--- src/sv/pfpid_pkg.sv ---
`timescale 1ns / 1ps

package pfpid_pkg;

   typedef enum logic [3:0] {
      OP_NONE,
      OP_QUAT,
      OP_ROTP,
      OP_ROTV,
      OP_NORM,
      OP_KP,
      OP_KD,
      OP_MASS,
      OP_KI,
      OP_AXA,
      OP_AXB
   } op_type;

   typedef struct packed {
      op_type     op;
      logic [1:0] axis;
      logic [3:0] sel;
      logic       first;
      logic       last;
      logic       load;
   } cmd_type;

   // quaternion product slots, the last one squares the zone radius
   localparam logic [3:0] QIDX_RAD = 4'd9;

   // configuration register indexes
   localparam logic [2:0] REG_TPOS  = 3'd0;
   localparam logic [2:0] REG_TVEL  = 3'd1;
   localparam logic [2:0] REG_TACC  = 3'd2;
   localparam logic [2:0] REG_GAINS = 3'd3;
   localparam logic [2:0] REG_LIM   = 3'd4;

endpackage

--- src/sv/pfpid_controller.sv ---
`timescale 1ns / 1ps

module pfpid_controller
   import pfpid_pkg::*;
(
   input  logic    clock,
   input  logic    reset,
   input  logic    req_valid,
   output logic    req_ready,
   output logic    rsp_valid,
   input  logic    rsp_ready,
   output cmd_type cmd
);

   typedef enum logic [3:0] {
      S_IDLE,
      S_QUAT,
      S_ROT,
      S_NORM,
      S_TERM,
      S_AXA,
      S_AXB,
      S_GAP,
      S_DONE
   } state_type;

   state_type  state_ff;
   state_type  after_ff;
   logic [1:0] i_ff;
   logic [3:0] j_ff;
   logic       k_ff;
   logic       gap_ff;
   logic       rsp_valid_ff;

   assign req_ready = (state_ff == S_IDLE);
   assign rsp_valid = rsp_valid_ff;

   always_comb begin
      cmd       = '0;
      cmd.op    = OP_NONE;
      cmd.axis  = i_ff;
      cmd.sel   = j_ff;
      cmd.load  = (state_ff == S_IDLE) && req_valid;
      unique case (state_ff)
         S_QUAT: cmd.op = OP_QUAT;
         S_ROT: begin
            cmd.op    = k_ff ? OP_ROTV : OP_ROTP;
            cmd.first = (j_ff == 4'd0);
            cmd.last  = (j_ff == 4'd2);
         end
         S_NORM: begin
            cmd.op    = OP_NORM;
            cmd.first = (i_ff == 2'd0);
            cmd.last  = (i_ff == 2'd2);
         end
         S_TERM: begin
            unique case (j_ff[1:0])
               2'd0: cmd.op = OP_KP;
               2'd1: cmd.op = OP_KD;
               2'd2: cmd.op = OP_MASS;
               2'd3: cmd.op = OP_KI;
            endcase
         end
         S_AXA: cmd.op = OP_AXA;
         S_AXB: cmd.op = OP_AXB;
         default: ;
      endcase
   end

   always_ff @(posedge clock) begin
      if (reset) begin
         state_ff     <= S_IDLE;
         after_ff     <= S_IDLE;
         i_ff         <= 2'd0;
         j_ff         <= 4'd0;
         k_ff         <= 1'b0;
         gap_ff       <= 1'b0;
         rsp_valid_ff <= 1'b0;
      end else begin
         if (rsp_valid_ff && rsp_ready) begin
            rsp_valid_ff <= 1'b0;
         end
         unique case (state_ff)
            S_IDLE: begin
               if (req_valid) begin
                  state_ff <= S_QUAT;
                  i_ff     <= 2'd0;
                  j_ff     <= 4'd0;
                  k_ff     <= 1'b0;
               end
            end
            S_QUAT: begin
               if (j_ff == QIDX_RAD) begin
                  j_ff     <= 4'd0;
                  state_ff <= S_GAP;
                  after_ff <= S_ROT;
                  gap_ff   <= 1'b1;
               end else begin
                  j_ff <= j_ff + 4'd1;
               end
            end
            S_ROT: begin
               if (j_ff == 4'd2) begin
                  j_ff <= 4'd0;
                  k_ff <= ~k_ff;
                  if (k_ff) begin
                     if (i_ff == 2'd2) begin
                        i_ff     <= 2'd0;
                        state_ff <= S_GAP;
                        after_ff <= S_NORM;
                        gap_ff   <= 1'b1;
                     end else begin
                        i_ff <= i_ff + 2'd1;
                     end
                  end
               end else begin
                  j_ff <= j_ff + 4'd1;
               end
            end
            S_NORM: begin
               if (i_ff == 2'd2) begin
                  i_ff     <= 2'd0;
                  state_ff <= S_GAP;
                  after_ff <= S_TERM;
                  gap_ff   <= 1'b1;
               end else begin
                  i_ff <= i_ff + 2'd1;
               end
            end
            S_TERM: begin
               if (j_ff == 4'd3) begin
                  j_ff <= 4'd0;
                  if (i_ff == 2'd2) begin
                     i_ff     <= 2'd0;
                     state_ff <= S_GAP;
                     after_ff <= S_AXA;
                     gap_ff   <= 1'b1;
                  end else begin
                     i_ff <= i_ff + 2'd1;
                  end
               end else begin
                  j_ff <= j_ff + 4'd1;
               end
            end
            S_AXA: begin
               if (i_ff == 2'd2) begin
                  i_ff     <= 2'd0;
                  state_ff <= S_GAP;
                  after_ff <= S_AXB;
                  gap_ff   <= 1'b1;
               end else begin
                  i_ff <= i_ff + 2'd1;
               end
            end
            S_AXB: begin
               if (i_ff == 2'd2) begin
                  i_ff     <= 2'd0;
                  state_ff <= S_GAP;
                  after_ff <= S_DONE;
                  gap_ff   <= 1'b1;
               end else begin
                  i_ff <= i_ff + 2'd1;
               end
            end
            S_GAP: begin
               if (gap_ff) begin
                  gap_ff <= 1'b0;
               end else if (after_ff != S_AXB || !rsp_valid_ff || rsp_ready) begin
                  // output beat must be gone before the result regs are rewritten
                  state_ff <= after_ff;
               end
            end
            S_DONE: begin
               rsp_valid_ff <= 1'b1;
               state_ff     <= S_IDLE;
            end
            default: state_ff <= S_IDLE;
         endcase
      end
   end

endmodule

--- config.mk ---
export PLATFORM = sky130hd
export DESIGN_NAME = pfpid_controller
export DESIGN_NICKNAME = d
export VERILOG_FILES = /design/src/sv/pfpid_pkg.sv /design/src/sv/pfpid_controller.sv
export SDC_FILE = /design/constraint.sdc
export NUM_CORES = 1
export LEC_CHECK = 0
export BUFFER_PORTS_ARGS = -buffer_cell sky130_fd_sc_hd__buf_2
export CAP_MARGIN = 20
export CORE_MARGIN = 2
export CORE_UTILIZATION = 40
export DETAILED_ROUTE_END_ITERATION = 7
export SKIP_LAST_GASP = 1
export SLEW_MARGIN = 0
export SYNTH_ARGS = -nofsm -noshare
export SYNTH_HDL_FRONTEND = slang
export SYNTH_SLANG_ARGS = --single-unit
--- constraint.sdc ---
create_clock -name clock -period 4.2 [get_ports clock]
set_clock_uncertainty 0.05 [all_clocks]
set_input_delay 0.21 -clock clock [delete_from_list [all_inputs] [get_ports clock]]
set_output_delay 0.21 -clock clock [all_outputs]
set_load 0.05 [all_outputs]
==> flow_summary_export.csv <==
group,metric,value,unit
clock_tree,cts_tree,"done",
die,core-area,2810,sq um
critical_path,arrival,2.29,ns
place,port_buffers,18,
routing,num_vias,1181,
finish,final.fill_count,298,
pwr,internal_power,0.443,mW
place,dp_hpwl,2.14,mm
finish,layout_commonest_cell,"nor2_1",
critical_path,cp_max_fo,7,
routing,drt-pass1-iter-count,6,
finish,drive_gt1_share,19.4,%
timing,finalSetupTns,0,ns
yosys,ys_ff_latch,17,
yosys,async_flop_share,0,%
clock_tree,post-cts-setup-buffers,0,
timing,min_period_over_period,60.8,%
critical_path,reg2reg_to,"after_ff[3]",
finish,antenna_cells,0,
global_routing,grt_overflow,0,
outcome,violations,"design-rule violations",
die,fp.dieW,58.9,um
place,place.gp.congestion,0.789,
outcome,status,"finished with violations",
routing,drc,2,
pwr,irDropWorstVdd,0.000353,V
finish,syn_to_final_growth,8.81,%
pwr,p_sw,0.525,mW
clock_tree,clock_latency,0.29,ns
routing,drt.antenna.violating_nets,0,
critical_path,ff2ff_setup_slack,1.91,ns
clock_tree,cts_buffers,3,
min_path,min_to,"rsp_valid",
yosys,synth_cell_types,46,
yosys,yosys_most_used_dff,"dfxtp_1",
critical_path,cp-end-kind,"output pin",
yosys,synth_top_area_cell,"dfxtp_1",
yosys,netlist_top_cells_area,"dfxtp_1 (28%), a21oi_1 (6.6%), nor2_1 (6.5%)",
die,pin_count,19,
critical_path,cp.required,3.94,ns
min_path,min_path_cells,4,
clock_tree,cts_sinks,17,
die,dieArea,3470,sq um
pwr,leakagePower,0.518,nW
timing,whs,0.209,ns
clock_tree,clock-root-buffer,"clkbuf_4",
global_routing,grt_pass1_wl,5.27,mm
pwr,power_frac_seq,28.9,%
global_routing,grt_pass1_vias,1076,
die,rows,19,
pwr,combPwrFrac,61.9,%
timing,setup_viol,0,
routing,wl_per_cell,15.2,um
timing,tightestPinTransition,0.731,ns
clock_tree,cts_hold_buf,0,
yosys,avgSynthCellArea,7.84,sq um
pwr,p_clk_share,9.2,%
yosys,synth_edf_count,0,
run,max_cap_violations,0,
global_routing,track_usage,19.5,%
yosys,yosys.area.top_type_share,28.2,%
yosys,ys_seq_area_share,28.2,%
die,start_util,43.0,%
critical_path,critPathLaunch,"j_ff[0]",
timing,grt_setup_unrepaired,"false",
routing,drt_iter0_drc,64,
yosys,syn_inst,154,
timing,maxSlewHeadroom,51.2,%
routing,vias_per_cell,6.03,
min_path,hp-start,"rsp_ready",
global_routing,grt_max_degree,24,
pwr,p_sw_share,54.2,%
critical_path,cp-start-kind,"flip-flop",
timing,max_freq,392,MHz
die,die_h,58.9,um
clock_tree,post_cts_resized,0,
timing,min_period,2.55,ns
timing,hold_viol,0,
clock_tree,cts_buffer_depth,2,
pwr,power.density,737,nW/um^2
clock_tree,clkTransAtPathRegs,0.10,ns
critical_path,reg2reg_depth,6,
finish,nets,176,
yosys,syn_nets,164,
critical_path,rr_startpoint,"j_ff[1]",
clock_tree,htreeDepth,1,
min_path,holdCritPathClass,"input pin to flip-flop",
yosys,synth_area,1210,sq um
global_routing,grt_antenna_before_repair,0,
timing,slew_violations,0,
yosys,ys_warn_count,0,
finish,layout_common_cells,"nor2_1 (21), buf_2 (18), dfxtp_1 (17)",
routing,wl,2.98,mm
critical_path,crit_type,"flip-flop to output pin",
critical path, stage by stage (launching register included):
cell and delay, ns:
dfxtp_1 0.39, inv_1 0.16, ha_1 0.22, or3b_2 0.50, mux2_2 0.28, nor3_1 0.17
buf_2 0.29
synth_stat cells, types with 2 or more instances:
cell / count
a211oi_1: 2
a31oi_1: 2
nor3_1: 6
nand3_1: 8
and4bb_2: 2
a311oi_1: 2
nor2b_1: 4
ha_1: 6
dfxtp_1: 17
a21oi_1: 16
clkbuf_1: 8
nand2b_1: 7
and4b_1: 2
and2_1: 5
a22oi_1: 2
nand4_1: 2
mux2i_1: 2
nor2_1: 21
nor3b_1: 2
o21ai_0: 4
inv_1: 4
nand2_1: 6
logic make-up after synthesis:
logic type	synth area share, %
muxes	2.59
buffers and inverters	5.39
DFF	28.2
AOI/OAI and AO/OA	19.4
and+or+nand+nor	38.2
adders and majority gates	6.22
metrics by stage:
step / std cells / cell area (sq um) / total power, mW / utilization (%) / setup slack [ns]
floorplan: 154 / 1210 / 0.759 / - / 1.15
global placement: 192 / 1290 / 0.874 / 45.9 / 2.01
detailed placement: 192 / 1290 / 0.881 / 45.9 / 1.93
CTS: 196 / 1310 / 0.973 / 46.8 / 1.64
global route: 196 / 1310 / 1.05 / 46.8 / 1.54
finish: 196 / 1310 / 0.968 / 46.8 / 1.65
metal layers:
metal	share of wire, %	GRT usage (%)	wire length, um
met1	51	29.0	1520
met2	42	28.6	1270
met3	6.1	4.62	181
met4	0.64	4.22	19
met5	0	0	0
power by group through the flow:
stage | Combinational [mW] | Sequential [mW] | Clock (mW)
6_report | 0.599 | 0.280 | 0.0888
2_1_floorplan | 0.490 | 0.268 | 0
4_1_cts | 0.600 | 0.279 | 0.0938
5_1_grt | 0.659 | 0.291 | 0.102
3_5_place_dp | 0.598 | 0.283 | 0
3_3_place_gp | 0.596 | 0.279 | 0
how the worst max path moves through the flow:
stage / to / slack [ns] / cells past startpoint
2_1_floorplan: cmd[1] / 1.15 / 4
3_3_place_gp: after_ff[3] / 2.01 / 6
3_5_place_dp: after_ff[3] / 1.93 / 6
4_1_cts: cmd[1] / 1.64 / 6
5_1_grt: cmd[1] / 1.54 / 6
6_report: cmd[1] / 1.65 / 6
flip-flops by register name, summed over array words and instances, names as in the netlist:
| name | flops |
|---|---|
| after_ff | 4 |
| j_ff | 4 |
| state_ff | 4 |
| i_ff | 2 |
| gap_ff | 1 |
| k_ff | 1 |
| rsp_valid | 1 |
final cells by class:
cell class	instances	area, sq um	area share [%]
Inverter	4	15.0	1.14
Sequential cell	17	340	25.9
Multi-Input combinational cell	122	802	61.0
Timing Repair Buffer	18	90.1	6.86
Tap cell	31	38.8	2.95
Clock buffer	3	22.5	1.71
Clock inverter	1	5.00	0.381
(Power assumes the default switching activity.)
